[src/design/bdhc_pkg.sv]
// package for the button debounce and hold classifier
// holds widths, reset values, register indexes and shared structs
// no dependencies
package bdhc_pkg;

  localparam int CNT_W      = 4;
  localparam int HOLD_W     = 16;
  localparam int CFG_IDX_W  = 3;
  localparam int CFG_DATA_W = 16;

  localparam logic [CNT_W-1:0]  RST_WINDOW_LENGTH = CNT_W'(10);
  localparam logic [CNT_W-1:0]  RST_MAJORITY      = CNT_W'(5);
  localparam logic [HOLD_W-1:0] RST_GREEN_START   = HOLD_W'(200);
  localparam logic [HOLD_W-1:0] RST_GREEN_END     = HOLD_W'(500);
  localparam logic [HOLD_W-1:0] RST_RED_START     = HOLD_W'(600);
  localparam logic [HOLD_W-1:0] RST_RED_END       = HOLD_W'(900);
  localparam logic [HOLD_W-1:0] HOLD_MAX          = {HOLD_W{1'b1}};

  typedef enum logic [CFG_IDX_W-1:0] {
    REG_WINDOW_LENGTH = 3'd0,
    REG_MAJORITY      = 3'd1,
    REG_GREEN_START   = 3'd2,
    REG_GREEN_END     = 3'd3,
    REG_RED_START     = 3'd4,
    REG_RED_END       = 3'd5
  } cfg_reg_t;

  typedef struct packed {
    logic [HOLD_W-1:0] green_start;
    logic [HOLD_W-1:0] green_end;
    logic [HOLD_W-1:0] red_start;
    logic [HOLD_W-1:0] red_end;
  } hold_cfg_t;

  typedef struct packed {
    logic              green_led;
    logic              red_led;
    logic              connect_pulse;
    logic              reset_pulse;
    logic [HOLD_W-1:0] hold_ticks;
  } hold_res_t;

endpackage

[src/design/bdhc_if.sv]
// valid/ready channel interfaces for sample beats and result beats
// depends on bdhc_pkg
interface bdhc_in_if;
  logic valid;
  logic ready;
  logic raw_level;
  logic handler_tick;

  modport source (output valid, raw_level, handler_tick, input ready);
  modport sink (input valid, raw_level, handler_tick, output ready);
endinterface

interface bdhc_out_if import bdhc_pkg::*; ();
  logic              valid;
  logic              ready;
  logic              debounced_pressed;
  logic              green_led;
  logic              red_led;
  logic              connect_pulse;
  logic              reset_pulse;
  logic [HOLD_W-1:0] hold_ticks;

  modport source (output valid, debounced_pressed, green_led, red_led, connect_pulse,
                  reset_pulse, hold_ticks, input ready);
  modport sink (input valid, debounced_pressed, green_led, red_led, connect_pulse,
                reset_pulse, hold_ticks, output ready);
endinterface

[src/design/bdhc_debounce.sv]
// majority-vote debounce over a window of raw samples
// depends on bdhc_pkg
module bdhc_debounce import bdhc_pkg::*; (
  input  logic             clk,
  input  logic             rst_n,
  input  logic             step_en,
  input  logic             raw_level,
  input  logic [CNT_W-1:0] window_length,
  input  logic [CNT_W-1:0] majority_threshold,
  output logic             debounced_nxt
);

  logic [CNT_W-1:0] sample_cnt_r, sample_cnt_nxt;
  logic [CNT_W-1:0] pressed_cnt_r, pressed_cnt_nxt;
  logic             debounced_r;
  logic [CNT_W-1:0] sample_inc;
  logic [CNT_W-1:0] pressed_inc;

  // count samples and pressed samples, decide when the window closes
  always_comb begin
    sample_inc      = sample_cnt_r + CNT_W'(1);
    pressed_inc     = raw_level ? pressed_cnt_r : pressed_cnt_r + CNT_W'(1);
    sample_cnt_nxt  = sample_inc;
    pressed_cnt_nxt = pressed_inc;
    debounced_nxt   = debounced_r;
    if (sample_inc >= window_length) begin
      debounced_nxt   = (pressed_inc > majority_threshold);
      sample_cnt_nxt  = '0;
      pressed_cnt_nxt = '0;
    end
  end

  // state update once per sample beat
  always_ff @(posedge clk) begin
    if (!rst_n) begin
      sample_cnt_r  <= '0;
      pressed_cnt_r <= '0;
      debounced_r   <= 1'b0;
    end else if (step_en) begin
      sample_cnt_r  <= sample_cnt_nxt;
      pressed_cnt_r <= pressed_cnt_nxt;
      debounced_r   <= debounced_nxt;
    end
  end

endmodule

[src/design/bdhc_hold.sv]
// hold counter with green and red windows, led latches and release pulses
// depends on bdhc_pkg
module bdhc_hold import bdhc_pkg::*; (
  input  logic      clk,
  input  logic      rst_n,
  input  logic      step_en,
  input  logic      handler_tick,
  input  logic      debounced,
  input  hold_cfg_t cfg,
  output hold_res_t res
);

  logic [HOLD_W-1:0] hold_r, hold_nxt;
  logic              green_r, green_nxt;
  logic              red_r, red_nxt;
  logic [HOLD_W-1:0] hold_a;
  logic [HOLD_W-1:0] hold_b;
  logic              in_green;
  logic              in_red;
  logic              connect;
  logic              rst_pulse;

  // windows are checked in order, each on the count left by the one before
  always_comb begin
    hold_nxt  = hold_r;
    green_nxt = green_r;
    red_nxt   = red_r;
    connect   = 1'b0;
    rst_pulse = 1'b0;
    hold_a    = hold_r;
    hold_b    = hold_r;
    in_green  = 1'b0;
    in_red    = 1'b0;
    if (handler_tick) begin
      // green window
      in_green = (hold_r > cfg.green_start) && (hold_r < cfg.green_end);
      if (in_green) begin
        green_nxt = 1'b1;
        if (!debounced) begin
          hold_a    = '0;
          green_nxt = 1'b0;
          connect   = 1'b1;
        end
      end
      // gap between windows
      if ((hold_a > cfg.green_end) && (hold_a < cfg.red_start)) begin
        green_nxt = 1'b0;
      end
      // red window
      hold_b = hold_a;
      in_red = (hold_a > cfg.red_start) && (hold_a < cfg.red_end);
      if (in_red) begin
        red_nxt = 1'b1;
        if (!debounced) begin
          hold_b    = '0;
          red_nxt   = 1'b0;
          rst_pulse = 1'b1;
        end
      end
      // past red
      if (hold_b > cfg.red_end) begin
        red_nxt = 1'b0;
      end
      // count while pressed, saturating
      if (debounced) begin
        hold_nxt = (hold_b == HOLD_MAX) ? hold_b : hold_b + HOLD_W'(1);
      end else begin
        hold_nxt = '0;
      end
    end
  end

  assign res.green_led     = green_nxt;
  assign res.red_led       = red_nxt;
  assign res.connect_pulse = connect;
  assign res.reset_pulse   = rst_pulse;
  assign res.hold_ticks    = hold_nxt;

  // state update once per sample beat
  always_ff @(posedge clk) begin
    if (!rst_n) begin
      hold_r  <= '0;
      green_r <= 1'b0;
      red_r   <= 1'b0;
    end else if (step_en) begin
      hold_r  <= hold_nxt;
      green_r <= green_nxt;
      red_r   <= red_nxt;
    end
  end

endmodule

[src/design/button_debounce_hold_classifier_top.sv]
// top level of the button debounce and hold classifier
// depends on bdhc_pkg, bdhc_if, bdhc_debounce, bdhc_hold
//
//   channel   dir   beat contents
//   in_chan   in    raw_level, handler_tick (one 1 ms sample)
//   out_chan  out   debounced_pressed, green_led, red_led, connect_pulse,
//                   reset_pulse, hold_ticks
//   cfg_*     in    wr_en, index, wdata (six registers, write only)
//
// one beat per cycle sustained while the output is not stalled; an accepted beat
// passes through the input register, then logic into the result register.
// reset is synchronous: counters, latches and flag clear, registers take
// their default values. the input register moves on whenever the result
// register is empty or being taken, so a stalled output backs up one beat.
module button_debounce_hold_classifier_top import bdhc_pkg::*; (
  input  logic                  clk,
  input  logic                  rst_n,
  bdhc_in_if.sink               in_chan,
  bdhc_out_if.source            out_chan,
  input  logic                  cfg_wr_en,
  input  logic [CFG_IDX_W-1:0]  cfg_index,
  input  logic [CFG_DATA_W-1:0] cfg_wdata
);

  logic [CNT_W-1:0] window_length_r;
  logic [CNT_W-1:0] majority_r;
  hold_cfg_t        hold_cfg_r;

  logic      s1_valid_r, s1_valid_nxt;
  logic      s1_raw_r;
  logic      s1_tick_r;
  logic      out_valid_r;
  logic      out_db_r;
  hold_res_t out_res_r;

  logic      advance;
  logic      step_en;
  logic      in_fire;
  logic      debounced;
  hold_res_t hold_res;

  // configuration registers
  always_ff @(posedge clk) begin
    if (!rst_n) begin
      window_length_r        <= RST_WINDOW_LENGTH;
      majority_r             <= RST_MAJORITY;
      hold_cfg_r.green_start <= RST_GREEN_START;
      hold_cfg_r.green_end   <= RST_GREEN_END;
      hold_cfg_r.red_start   <= RST_RED_START;
      hold_cfg_r.red_end     <= RST_RED_END;
    end else if (cfg_wr_en) begin
      case (cfg_reg_t'(cfg_index))
        REG_WINDOW_LENGTH: window_length_r        <= cfg_wdata[CNT_W-1:0];
        REG_MAJORITY:      majority_r             <= cfg_wdata[CNT_W-1:0];
        REG_GREEN_START:   hold_cfg_r.green_start <= cfg_wdata[HOLD_W-1:0];
        REG_GREEN_END:     hold_cfg_r.green_end   <= cfg_wdata[HOLD_W-1:0];
        REG_RED_START:     hold_cfg_r.red_start   <= cfg_wdata[HOLD_W-1:0];
        REG_RED_END:       hold_cfg_r.red_end     <= cfg_wdata[HOLD_W-1:0];
        default: ;
      endcase
    end
  end

  // handshake and pipeline advance
  assign advance       = !out_valid_r || out_chan.ready;
  assign step_en       = s1_valid_r && advance;
  assign in_chan.ready = !s1_valid_r || advance;
  assign in_fire       = in_chan.valid && in_chan.ready;

  always_comb begin
    s1_valid_nxt = s1_valid_r;
    if (in_fire) begin
      s1_valid_nxt = 1'b1;
    end else if (advance) begin
      s1_valid_nxt = 1'b0;
    end
  end

  // input register
  always_ff @(posedge clk) begin
    if (!rst_n) begin
      s1_valid_r <= 1'b0;
    end else begin
      s1_valid_r <= s1_valid_nxt;
    end
  end

  always_ff @(posedge clk) begin
    if (in_fire) begin
      s1_raw_r  <= in_chan.raw_level;
      s1_tick_r <= in_chan.handler_tick;
    end
  end

  bdhc_debounce u_debounce (
    .clk                (clk),
    .rst_n              (rst_n),
    .step_en            (step_en),
    .raw_level          (s1_raw_r),
    .window_length      (window_length_r),
    .majority_threshold (majority_r),
    .debounced_nxt      (debounced)
  );

  bdhc_hold u_hold (
    .clk          (clk),
    .rst_n        (rst_n),
    .step_en      (step_en),
    .handler_tick (s1_tick_r),
    .debounced    (debounced),
    .cfg          (hold_cfg_r),
    .res          (hold_res)
  );

  // result register
  always_ff @(posedge clk) begin
    if (!rst_n) begin
      out_valid_r <= 1'b0;
    end else if (advance) begin
      out_valid_r <= s1_valid_r;
    end
  end

  always_ff @(posedge clk) begin
    if (step_en) begin
      out_db_r  <= debounced;
      out_res_r <= hold_res;
    end
  end

  assign out_chan.valid             = out_valid_r;
  assign out_chan.debounced_pressed = out_db_r;
  assign out_chan.green_led         = out_res_r.green_led;
  assign out_chan.red_led           = out_res_r.red_led;
  assign out_chan.connect_pulse     = out_res_r.connect_pulse;
  assign out_chan.reset_pulse       = out_res_r.reset_pulse;
  assign out_chan.hold_ticks        = out_res_r.hold_ticks;

endmodule
[src/flat_wrapper.sv]
// flat-port wrapper written by rule: the top's interface ports become plain ports
module button_debounce_hold_classifier_top_flat import bdhc_pkg::*;
  (clk, rst_n, cfg_wr_en, cfg_index, cfg_wdata, in_chan_valid, in_chan_raw_level, in_chan_handler_tick, in_chan_ready, out_chan_valid, out_chan_debounced_pressed, out_chan_green_led, out_chan_red_led, out_chan_connect_pulse, out_chan_reset_pulse, out_chan_hold_ticks, out_chan_ready);
  bdhc_in_if in_chan_i ();
  bdhc_out_if out_chan_i ();
  input  logic clk;
  input  logic rst_n;
  input  logic cfg_wr_en;
  input  logic [CFG_IDX_W-1:0] cfg_index;
  input  logic [CFG_DATA_W-1:0] cfg_wdata;
  input wire logic [$bits(in_chan_i.valid)-1:0] in_chan_valid;
  input wire logic [$bits(in_chan_i.raw_level)-1:0] in_chan_raw_level;
  input wire logic [$bits(in_chan_i.handler_tick)-1:0] in_chan_handler_tick;
  output wire logic [$bits(in_chan_i.ready)-1:0] in_chan_ready;
  output wire logic [$bits(out_chan_i.valid)-1:0] out_chan_valid;
  output wire logic [$bits(out_chan_i.debounced_pressed)-1:0] out_chan_debounced_pressed;
  output wire logic [$bits(out_chan_i.green_led)-1:0] out_chan_green_led;
  output wire logic [$bits(out_chan_i.red_led)-1:0] out_chan_red_led;
  output wire logic [$bits(out_chan_i.connect_pulse)-1:0] out_chan_connect_pulse;
  output wire logic [$bits(out_chan_i.reset_pulse)-1:0] out_chan_reset_pulse;
  output wire logic [$bits(out_chan_i.hold_ticks)-1:0] out_chan_hold_ticks;
  input wire logic [$bits(out_chan_i.ready)-1:0] out_chan_ready;
  assign in_chan_i.valid = in_chan_valid;
  assign in_chan_i.raw_level = in_chan_raw_level;
  assign in_chan_i.handler_tick = in_chan_handler_tick;
  assign in_chan_ready = in_chan_i.ready;
  assign out_chan_valid = out_chan_i.valid;
  assign out_chan_debounced_pressed = out_chan_i.debounced_pressed;
  assign out_chan_green_led = out_chan_i.green_led;
  assign out_chan_red_led = out_chan_i.red_led;
  assign out_chan_connect_pulse = out_chan_i.connect_pulse;
  assign out_chan_reset_pulse = out_chan_i.reset_pulse;
  assign out_chan_hold_ticks = out_chan_i.hold_ticks;
  assign out_chan_i.ready = out_chan_ready;
  button_debounce_hold_classifier_top u_core (.clk(clk), .rst_n(rst_n), .in_chan(in_chan_i), .out_chan(out_chan_i), .cfg_wr_en(cfg_wr_en), .cfg_index(cfg_index), .cfg_wdata(cfg_wdata));
endmodule
[config.mk]
export PLATFORM = sky130hd
export DESIGN_NAME = button_debounce_hold_classifier_top_flat
export DESIGN_NICKNAME = d
export VERILOG_FILES = /design/src/design/bdhc_pkg.sv /design/src/design/bdhc_if.sv /design/src/design/bdhc_debounce.sv /design/src/design/bdhc_hold.sv /design/src/design/button_debounce_hold_classifier_top.sv /design/src/flat_wrapper.sv
export SDC_FILE = /design/constraint.sdc
export NUM_CORES = 1
export LEC_CHECK = 0
export ABC_CLOCK_PERIOD_IN_PS = 11400
export BUFFER_PORTS_ARGS = -buffer_cell sky130_fd_sc_hd__buf_2
export CORE_MARGIN = 3
export CORE_UTILIZATION = 25
export DETAILED_ROUTE_END_ITERATION = 8
export GPL_TIMING_DRIVEN = 0
export PLACE_DENSITY = 0.37
export SYNTH_ARGS = -nofsm -noshare
export SYNTH_HDL_FRONTEND = slang
export SYNTH_SLANG_ARGS = --single-unit
export TNS_END_PERCENT = 30
[constraint.sdc]
create_clock -name clk -period 11.4 [get_ports clk]
set_input_delay 1.14 -clock clk [delete_from_list [all_inputs] [get_ports clk]]
set_output_delay 1.14 -clock clk [all_outputs]
set_load 0.01 [all_outputs]
**Yosys cells after proc, flatten, opt, wreduce, memory -nomap -nowiden**

Index checks and enable logic that the tools add are counted.

- Register bits: 124
- Input port bits: 26
- Output and inout port bits: 23
- Logic and storage cells: 82

- Add/sub/neg operators: 3
- $lt $le $gt $ge: 9
- Equal/unequal tests: 6
- Mux-type cells: 23
- Reductions and logical operators: 19

Operator list:

| operator | count |
|---|---|
| 16-bit two-way mux | 9 |
| 16-bit greater-than comparator | 4 |
| 16-bit less-than comparator | 3 |
| 16-bit by 1-bit adder with 16-bit output, second input constant | 1 |
| 16-bit == test, second input constant | 1 |
| 2-bit AND reduction | 8 |
| 4-bit two-way mux | 3 |
| 1-bit two-way mux | 11 |
| 4-bit by 1-bit adder with 4-bit output, second input constant | 2 |
| 3-bit by 2-bit == test with 1-bit output, second input constant | 2 |
| 3-bit == test, second input constant | 2 |
| 1-bit logical AND | 5 |
| 4-bit >= comparator | 1 |
| 4-bit greater-than comparator | 1 |
| 3-bit by 1-bit == test with 1-bit output, second input constant | 1 |
| 3-bit logical NOT | 1 |
| 1-bit logical NOT | 2 |
| 1-bit logical OR | 2 |
| 2-bit nonzero test | 1 |

**Depth between registers and ports, before layout**

Gate-level depths: netlist of the first run.

- Depth after elaboration: 15
- Gate-level depth with buffers: 32
- Gate-level depth less buffers: 30

**Modules after synthesis**

A second synthesis of the first run with hierarchy kept.

- Cell total of the unflattened synthesis: 965
- Area, all modules: 8476.9 um2

Modules (own cells, without submodules):

| module | times used | cells an instance | area each (um2) | sequential area each (um2) |
|---|---|---|---|---|
| bdhc_hold | 1 | 586 | 4231.6 | 360.3 |
| button_debounce_hold_classifier_top | 1 | 302 | 3564.7 | 2172.1 |
| bdhc_debounce | 1 | 77 | 680.7 | 180.2 |

**Worst setup path before layout of the first run**

OpenSTA, ideal clock, no wires.

- Path type: register -> register
- Start point: register u_core.u_debounce.pressed_cnt_r[0]
- End point: register u_core.out_res_r (netlist bit u_core.out_chan.red_led), data pin
- Library setup time: 0.154 ns
- Data arrival time: 6.336 ns
- Required time: 11.246 ns
- Setup slack: 4.910 ns
- Cell stages (with the launch flop): 32
- Period minus slack after synthesis: 6.490 ns
- Cell sequence: dfxtp_1 -> ha_1 -> mux2_2 -> ha_1 -> nor2b_1 -> o211ai_1 -> a21oi_1 -> a21oi_4 -> nand4_1 -> clkbuf_1 -> clkbuf_1 -> and2_1 -> ha_1 -> a21o_1 -> a21o_1 -> a211o_1 -> a221o_1 -> a211oi_2 -> a21boi_4 -> a21oi_1 -> buf_2 -> and2_1 -> ha_1 -> nor2b_1 -> o21a_1 -> o21ai_0 -> nand2b_1 -> a2111oi_0 -> nor4_1 -> o21ai_1 -> a21oi_1 -> o22ai_1

RTL lines:

| item | line | source |
|---|---|---|
| start: declaration | bdhc_debounce.sv:14 | `logic [CNT_W-1:0] pressed_cnt_r, pressed_cnt_nxt;` |
| start signal: assignment | bdhc_debounce.sv:41 | `pressed_cnt_r <= pressed_cnt_nxt;` |
| end signal: assignment | button_debounce_hold_classifier_top.sv:127 | `out_res_r <= hold_res;` |
| end: declaration | button_debounce_hold_classifier_top.sv:34 | `hold_res_t out_res_r;` |

==> metrics, run 1 <==
status=complete, no violations; final hold vios=0; post-cts sizing count=0; RSZ-0062 raised after global routing=false; setup TNS=0 ns; post-route setup slack=2.82 ns; syn avg cell area=8.08 µm²; Initial Utilization=25.5%; Initial DRC Count=514; worst vdd ir=0.0959 mV; Post-synth EDFFs=23; H-Tree Depth=4; register area share after synthesis=33.5%; fin. max-slew vios=0; Via density=4.91; post-synth top area cell=dfxtp_1; Synth top cells by count=175 x nand2_1, 103 x ha_1, 101 x dfxtp_1; number of global-route vias before repair=7062; Reg2Reg Depth=26; Syn Nets=1131; crit path time final=8.58 ns; grt ovf=0; area grow syn2layout=16.1%; yosys warns=0; Async SR Flop Fraction=0%; min-delay worst type=register to register; WS Path Type=register to register; Rel. slew slack=32.5%; cell area power density=118 nW/µm²; Post-Syn Area=8100 µm²; Post-layout nets=1196; Inserted Diodes=0; hold_buf cts=0; Util after Layout=29.7%; Area contributors post-synth=dfxtp_1 25%, ha_1 16%, edfxtp_1 8.5%; initial antenna violation count=0; CTS buffer count=17; Max clock buf depth=2; GRT Util Overall=17.7%; IO Pins=49; CTS tree=yes; largest net degree at the start of global routing=31; DRC errors left=0; clk_lat worst skew=0.43 ns; Min Hold Slack=0.455 ns; CORE AREA=31700 µm²; DP Worst Slack=2.92 ns; DIE AREA=34600 µm²; Root Driver=clkbuf_16; # Post-CTS Setup Buffers=0; FMAX=117 MHz; Post-Route WL=29600 µm; reg2reg end=u_core.out_chan.hold_ticks[8]; TritonCTS Sinks=124; Worst setup EP type=register; die width=186 µm; Synth cell types=73; worst setup path endpoint=u_core.out_chan.hold_ticks[8]; Cells after Synth=1002; layout cells sized above 1=9.81%; Final Cycle Share=75.3%; IO buf count=46; worst reg-to-reg setup slack=2.82 ns; Tot Pwr=1.11 mW; DIE HEIGHT=186 µm; Filler Cells Inserted=3457; Synth top area share=25.0%; RR Startpoint=u_core.u_hold.hold_r[13]; final setup fails=0; leakage=3.86 nW; DP HPWL=23100 µm; Pre-antenna DRT Iters=5; Slew @ Worst Pin=0.987 ns; wire per inst=20.0 µm; Clock transition at path regs=0.06 ns; Synth Flop Type=dfxtp_1; max cap viols=0; Hold Startpoint=u_core.hold_cfg_r[13]; Clock Skews=0.00859 ns; last weighted congestion value of the routability-driven placer=0.835; global-route wire length before repair=45200 µm; most common cell in the netlist=nand2_1; Critical Path RT=11.64 ns; # rows=65; startpoint types=register; Via Count=7276; Worst setup startpoint=u_core.u_hold.hold_r[13]; critical-path maximum fanout=10; Worst EP arrival=8.82 ns; Seq cells post-synth=124; antenna-violating nets left=0
## critical path, cell delays in order, from the launching register on
cell	delay (ns)
dfxtp_1	0.68
ha_1	0.35
nand4_1	0.16
nor4_2	0.09
a2111oi_2	0.72
nand4_1	0.38
clkbuf_1	0.39
clkbuf_1	0.35
and2_1	0.30
ha_1	0.30
nand4_1	0.23
nor4_4	0.11
a211oi_1	0.25
nor3b_1	0.60
a211oi_2	0.14
a21boi_4	0.20
a21oi_1	0.46
buf_2	0.35
and2_1	0.23
ha_1	0.28
nand3_1	0.23
nor2_1	0.51
nand3_1	0.28
nand3b_1	0.18
a21oi_2	0.09
a211o_1	0.35
o211ai_1	0.14
## how the worst min path moves through the flow
stage	end	slack (ns)	depth (start not counted)
after floorplan	u_core.hold_cfg_r[10]	0.44	2
after detailed placement	u_core.hold_cfg_r[35]	0.45	2
after global routing	u_core.hold_cfg_r[11]	0.47	2
after global placement	u_core.hold_cfg_r[41]	0.44	2
after CTS	u_core.hold_cfg_r[28]	0.46	2
final	u_core.hold_cfg_r[13]	0.46	2
## cell usage in the layout (no fill, tap or decap), types with 4 or more instances in the layout
cell type / synthesis / layout
nand2_1: 175 / 175
ha_1: 103 / 103
dfxtp_1: 101 / 101
a21oi_1: 100 / 100
inv_1: 85 / 85
nor2_1: 53 / 53
buf_2: 2 / 48
o21ai_0: 39 / 39
clkbuf_1: 36 / 38
and2_1: 35 / 35
nand3_1: 30 / 30
o211ai_1: 24 / 24
nand4_1: 23 / 23
edfxtp_1: 23 / 23
clkbuf_16: 0 / 18
nor3_1: 15 / 15
a21o_1: 14 / 14
and3_1: 11 / 11
a211oi_1: 9 / 9
a31oi_1: 9 / 9
nand2b_1: 7 / 7
o21a_1: 7 / 7
nor2b_1: 7 / 7
a211o_1: 7 / 7
mux2i_1: 6 / 6
o21ai_1: 4 / 4
nor3b_1: 4 / 4
xnor2_1: 4 / 4
nand4b_1: 4 / 4
## per-layer routing
| metal | GRT usage [%] | share of wire, % | up-vias |
|---|---|---|---|
| met3 | 2.56 | 3.3 | 20 |
| met5 | 0 | 0 | - |
| met4 | 3.75 | 1.2 | 0 |
| li1 | - | - | 3670 |
| met2 | 28.0 | 44 | 155 |
| met1 | 25.6 | 51 | 3431 |
## sequential cells by signal, indices dropped and copies added, names as in the netlist
name                               flops
u_core.u_debounce.sample_cnt_r         4
u_core.out_chan.valid                  1
u_core.u_hold.red_r                    1
u_core.window_length_r                 4
u_core.out_chan.reset_pulse            1
u_core.majority_r                      4
u_core.out_chan.red_led                1
u_core.u_hold.hold_r                  16
u_core.out_chan.debounced_pressed      1
u_core.out_chan.green_led              1
u_core.s1_raw_r                        1
u_core.hold_cfg_r                     64
u_core.s1_tick_r                       1
u_core.out_chan.connect_pulse          1
u_core.u_debounce.pressed_cnt_r        4
u_core.out_chan.hold_ticks            16
u_core.u_hold.green_r                  1
u_core.s1_valid_r                      1
u_core.u_debounce.debounced_r          1
## kinds of logic after synthesis
group | after synthesis | share of synthesized area (%)
AO/OA/AOI/OAI | 255 | 20.6
XOR/XNOR | 6 | 0.649
adder cells (fa/ha/maj) | 103 | 15.9
buffers and inverters | 128 | 6.30
flip-flops | 124 | 33.5
multiplexers | 7 | 0.881
AND/OR/NAND/NOR | 379 | 22.2
## final cells by class
class | count | area, µm² | area share, %
clock buffers | 23 | 489 | 5.20
plain buffers | 42 | 189 | 2.01
well taps | 402 | 503 | 5.35
multi-input cells | 750 | 4870 | 51.8
clock inverters | 9 | 83.8 | 0.891
flip-flops and latches | 124 | 2710 | 28.8
repair buffers | 46 | 230 | 2.45
inverters | 86 | 323 | 3.43
## report_power, final
part | switching [mW] | internal, mW | total (mW)
Sequential | 0.00623 | 0.457 | 0.464
Combinational | 0.0709 | 0.0300 | 0.101
Clock | 0.220 | 0.325 | 0.545
## per-stage QoR
| stage | cell area [µm²] | instances |
|---|---|---|
| floorplan | 8100 | 1002 |
| global placement | 8830 | 1450 |
| detailed placement | 8830 | 1450 |
| CTS | 9410 | 1482 |
| global route | 9410 | 1482 |
| finish | 9410 | 1482 |
No activity file was read; power rests on OpenSTA's default activity.
==> run 2, diff against run 1 <==
- ABC_CLOCK_PERIOD_IN_PS: 11400 -> 8100
- clock period: 11.4 -> 8.1 ns (I/O delays scaled with it)
==> metrics, run 2 (same netlist as run 1, synthesis figures left out) <==
Worst setup EP type=register; critical-path maximum fanout=19 (+9); Pre-antenna DRT Iters=5 (unchanged); initial antenna violation count=0 (unchanged); grt ovf=0 (unchanged); most frequent cells in the layout=175 x nand2_1, 103 x ha_1, 100 x dfxtp_1; setup TNS=0 ns (unchanged); clk_lat worst skew=0.43 ns (about the same); cell area power density=165 nW/µm² (+40%); GRT Util Overall=17.7% (about the same); DRC errors left=0 (unchanged); RSZ-0062 raised after global routing=false; Max clock buf depth=2 (unchanged); FMAX=129 MHz (+11%); Critical Path RT=8.36 ns (-3.28 ns); Root Driver=clkbuf_16; max cap viols=0 (unchanged); global-route wire length before repair=45100 µm (about the same); Rel. slew slack=31.1% (-1.5 points); Slew @ Worst Pin=1.01 ns (+0.0214 ns); Post-Route WL=29700 µm (about the same); CORE AREA=31700 µm² (unchanged); # Post-CTS Setup Buffers=0 (unchanged); IO Pins=49 (unchanged); min-delay worst type=register to register; layout cells sized above 1=10.5% (+0.66 points); WS Path Type=register to register; Clock Skews=0.00988 ns (+0.00129 ns); Final Cycle Share=95.4% (+20 points); startpoint types=register; fin. max-slew vios=0 (unchanged); Initial DRC Count=482 (-6.2%); DIE HEIGHT=186 µm (unchanged); sw power=0.416 mW (+40%); final setup fails=0 (unchanged); area grow syn2layout=16.5%; number of global-route vias before repair=7057 (-0.071%); Via Count=7272 (-0.055%); Post-layout nets=1195 (-0.084%); worst vdd ir=0.135 mV (+41%); placed insts=1450 (unchanged); Clk pwr share=49.0% (about the same); Seq pwr share=41.8% (about the same); die width=186 µm (unchanged); max reg flops=64 (unchanged); IO buf count=46 (unchanged); final hold vios=0 (unchanged); crit path time final=7.73 ns (-0.852 ns); TritonCTS Sinks=124 (unchanged); Non-Filler Instances=1481 (-0.067%); commonest non-fill, non-tap cell in the layout=nand2_1; antenna-violating nets left=0 (unchanged); Inserted Diodes=0 (unchanged); Initial Utilization=25.5% (unchanged); Via density=4.91 (about the same); wire per inst=20.0 µm (+0.16%); leakage=3.87 nW (+0.23%); Switching Fraction=26.7% (-0.10 points); CTS tree=yes; DIE AREA=34600 µm² (unchanged); # rows=65 (unchanged); Reg with most FFs=u_core.hold_cfg_r; CTS buffer count=17 (unchanged); hold_buf cts=0 (unchanged); status=complete, no violations; Worst EP arrival=7.99 ns (-0.83 ns); last weighted congestion value of the routability-driven placer=0.835 (unchanged); H-Tree Depth=4 (unchanged); largest net degree at the start of global routing=31 (unchanged); cell internal pwr=1.14 mW (+41%); Clock transition at path regs=0.06 ns (about the same); combinational share of power=9.2% (about the same); DP HPWL=23100 µm (unchanged)
run 2: power groups by stage:
stage                     Sequential [mW]  Combinational, mW  Clock (mW)
final                               0.653              0.143       0.764
after global routing                0.654              0.160       0.815
after CTS                           0.653              0.144       0.787
after detailed placement            0.666              0.144           0
after global placement              0.666              0.144           0
after floorplan                     0.666             0.0815           0
run 2: final timing paths:
path,start,end,slack (ns),cells after the start
max reg2reg,u_core.u_debounce.pressed_cnt_r[0],u_core.out_chan.hold_ticks[13],0.37,27
min reg2reg,u_core.hold_cfg_r[26],u_core.hold_cfg_r[26],0.45,2
min,u_core.hold_cfg_r[26],u_core.hold_cfg_r[26],0.45,2
max,u_core.u_debounce.pressed_cnt_r[0],u_core.out_chan.hold_ticks[13],0.37,27
run 2: area by class of cell:
cell class              instances  area, µm²
fillers                      3455      22300
multi-input cells             750       4900
flip-flops and latches        124       2710
well taps                     402        503
clock buffers                  23        489
inverters                      86        323
repair buffers                 46        230
plain buffers                  41        186
clock inverters                 9       83.8
run 2: worst max-delay path: stages (launching register included):
cell	delay, ns
dfxtp_1	0.42
ha_1	0.26
mux2_2	0.28
ha_1	0.28
nor2b_1	0.13
o211ai_1	0.15
a21oi_1	0.15
a21oi_4	0.34
nand4_1	0.28
clkbuf_2	0.42
and2_1	0.34
ha_1	0.31
nand4_1	0.18
nor4_4	0.45
and2_2	0.30
a221o_1	0.23
a211oi_2	0.06
a21boi_4	0.19
a21oi_2	0.30
buf_2	0.32
and2_1	0.23
ha_1	0.28
nand3_1	0.24
nor3_2	0.47
nand2_1	0.20
a41o_2	0.35
and4_1	0.21
nor3_1	0.16
run 2: repair_timing:
item,in CTS,in global routing
pin swaps,0,2
endpoints found under the setup margin,21,16
gates resized for setup,5,3
run 2: routing by layer:
layer	track usage, %	routed length, µm
met1	25.6	15200
met2	28.0	13200
met3	2.56	983
met4	3.75	340
met5	0	0
run 2: metrics by stage:
step	util, %	hold slack [ns]	setup WS [ns]	cell area, µm²	power (mW)
after global placement	27.8	0.442	-0.565	8830	0.810
after CTS	29.7	0.456	0.0160	9420	1.58
final	29.7	0.455	0.370	9430	1.56
after detailed placement	27.8	0.448	-0.377	8830	0.810
after global routing	29.7	0.474	0.00921	9430	1.63
after floorplan	-	0.436	1.61	8100	0.747
==> run 3, diff against run 2 <==
- ABC_CLOCK_PERIOD_IN_PS: 8100 -> 6900
- PLACE_DENSITY: 0.37 -> 0.38
- clock period: 8.1 -> 6.9 ns (I/O delays scaled with it)
==> metrics, run 3 (same netlist as run 1, synthesis figures left out) <==
number of global-route vias before repair=6978 (-1.1%); Clock Skews=0.0154 ns (+0.00553 ns); H-Tree Depth=4 (unchanged); clk_lat worst skew=0.44 ns (about the same); critical-path maximum fanout=8 (-11); RSZ-0062 raised after global routing=true; layout cells sized above 1=14.1% (+3.7 points); Clock transition at path regs=0.06 ns (about the same); DIE HEIGHT=186 µm (unchanged); Via Count=7402 (+1.8%); Initial DRC Count=399 (-17%); fin. max-slew vios=0 (unchanged); hold_buf cts=0 (unchanged); Via density=4.94 (+0.63%); crit path time final=6.62 ns (-1.11 ns); Hold Path Stages=1 (-1); Worst EP arrival=6.79 ns (-1.20 ns); post-route setup slack=0.282 ns (-0.0882 ns); Pre-antenna DRT Iters=5 (unchanged); Root Driver=clkbuf_16; fin area=9750 µm² (+3.3%); TritonCTS Sinks=124 (unchanged); WS Path Type=register to register; GRT Util Overall=17.8% (+0.063 points); Inserted Diodes=0 (unchanged); Post-Route WL=30200 µm (+2.0%); commonest non-fill, non-tap cell in the layout=nand2_1; combinational share of power=9.9% (+0.7 points); Reg2Reg Depth=31 (+15%); global-route wire length before repair=45400 µm (+0.54%); final hold vios=0 (unchanged); Seq pwr share=41.9% (about the same); DRC errors left=0 (unchanged); FMAX=151 MHz (+17%); status=complete, no violations; DIE AREA=34600 µm² (unchanged); Max stage delay cell, worst path=a211oi_4; cell mode on critical path=ha_1; Post-layout nets=1212 (+1.4%); wire per inst=20.2 µm (+0.85%); Hold Startpoint=in_chan_raw_level; Critical Path Max Stage Delay=0.41 ns (-0.06 ns); Rel. slew slack=33.8% (+2.8 points); die width=186 µm (unchanged); Critical Path RT=7.07 ns (-1.29 ns); Tot Pwr=1.83 mW (+17%); Reg with most FFs=u_core.hold_cfg_r; setup TNS=0 ns (unchanged); worst vdd ir=0.172 mV (+28%); Cell Area, Placed=8830 µm² (unchanged); largest net degree at the start of global routing=31 (unchanged); area grow syn2layout=20.4%; startpoint types=register; IO buf count=46 (unchanged); Max clock buf depth=2 (unchanged); antenna-violating nets left=0 (unchanged); cell internal pwr=1.32 mW (+15%); CORE AREA=31700 µm² (unchanged); last weighted congestion value of the routability-driven placer=0.861 (+3.1%); Filler Cells Inserted=3486 (+0.90%); Worst setup startpoint=u_core.u_debounce.pressed_cnt_r[0]; Initial Utilization=25.5% (unchanged); max reg flops=64 (unchanged); Slew @ Worst Pin=0.990 ns (-0.0175 ns); final setup fails=0 (unchanged); sw power=0.512 mW (+23%); RR Startpoint=u_core.u_debounce.pressed_cnt_r[0]; Worst setup EP type=register; Util after Layout=30.7% (+0.99 points); most frequent cells in the layout=174 x nand2_1, 103 x ha_1, 98 x a21oi_1; IO Pins=49 (unchanged); DP HPWL=23100 µm (about the same); initial antenna violation count=0 (unchanged); DP Worst Slack=-1.54 ns (-1.17 ns); Final Cycle Share=95.9% (+0.48 points); Switching Fraction=28.0% (+1.3 points); Clk pwr share=48.2% (-0.8 points); grt ovf=0 (unchanged); # rows=65 (unchanged); cell area power density=188 nW/µm² (+14%); leakage=4.00 nW (+3.4%); min-delay worst type=primary input to register; CTS tree=yes; CTS buffer count=17 (unchanged); max cap viols=0 (unchanged)
==> run 3: cell type report <==
cell class	instances	area (µm²)	area share [%]
multi-input cells	750	5060	51.9
flip-flops and latches	124	2720	27.9
well taps	402	503	5.16
clock buffers	18	439	4.51
repair buffers	62	363	3.72
inverters	86	323	3.31
plain buffers	42	220	2.26
clock inverters	14	120	1.23
==> run 3: routing by layer <==
layer  track usage [%]  share of wire (%)  vias to the layer above
met5                 0                  0                        -
met4              4.11                1.4                        0
met3              2.38                3.1                       23
met2              28.2                 45                      129
met1              25.6                 50                     3547
li1                  -                  -                     3703
==> run 3: path summary, 6_finish.rpt <==
check	to	slack [ns]
setup / recovery	u_core.out_chan.hold_ticks[7]	0.28
hold / removal	u_core.s1_raw_r	0.44
setup reg to reg	u_core.out_chan.hold_ticks[7]	0.28
hold reg to reg	u_core.hold_cfg_r[46]	0.45
==> run 3: critical path: cells and delay by family, from the launching register on <==
family / cells / cell delay (ns)
adder cells (fa/ha/maj): 4 / 1.12
flip-flops: 1 / 0.35
AND/OR/NAND/NOR: 9 / 1.27
AO/OA/AOI/OAI: 10 / 2.24
multiplexers: 1 / 0.27
buffers and inverters: 7 / 1.07
==> run 3: timing repair <==
| item | CTS | global route |
|---|---|---|
| pin swaps | 6 | 17 |
| buffers inserted | 11 | 5 |
| resized for setup | 35 | 28 |
| endpoints found under the setup margin | 34 | 19 |
| hold endpoints to repair | 0 | 0 |
==> run 3: power by group through the flow <==
| stage | registers (mW) | logic, mW | clock network, mW |
|---|---|---|---|
| 4_1_cts | 0.766 | 0.178 | 0.914 |
| 3_3_place_gp | 0.782 | 0.168 | 0 |
| 6_report | 0.766 | 0.181 | 0.883 |
| 2_1_floorplan | 0.782 | 0.0956 | 0 |
| 5_1_grt | 0.768 | 0.200 | 0.936 |
| 3_5_place_dp | 0.782 | 0.168 | 0 |
==> run 3: through the flow <==
step                hold WS (ns)  cells
finish                     0.435   1498
global route               0.415   1498
CTS                        0.399   1493
detailed placement         0.446   1450
global placement           0.443   1450
floorplan                  0.436   1002
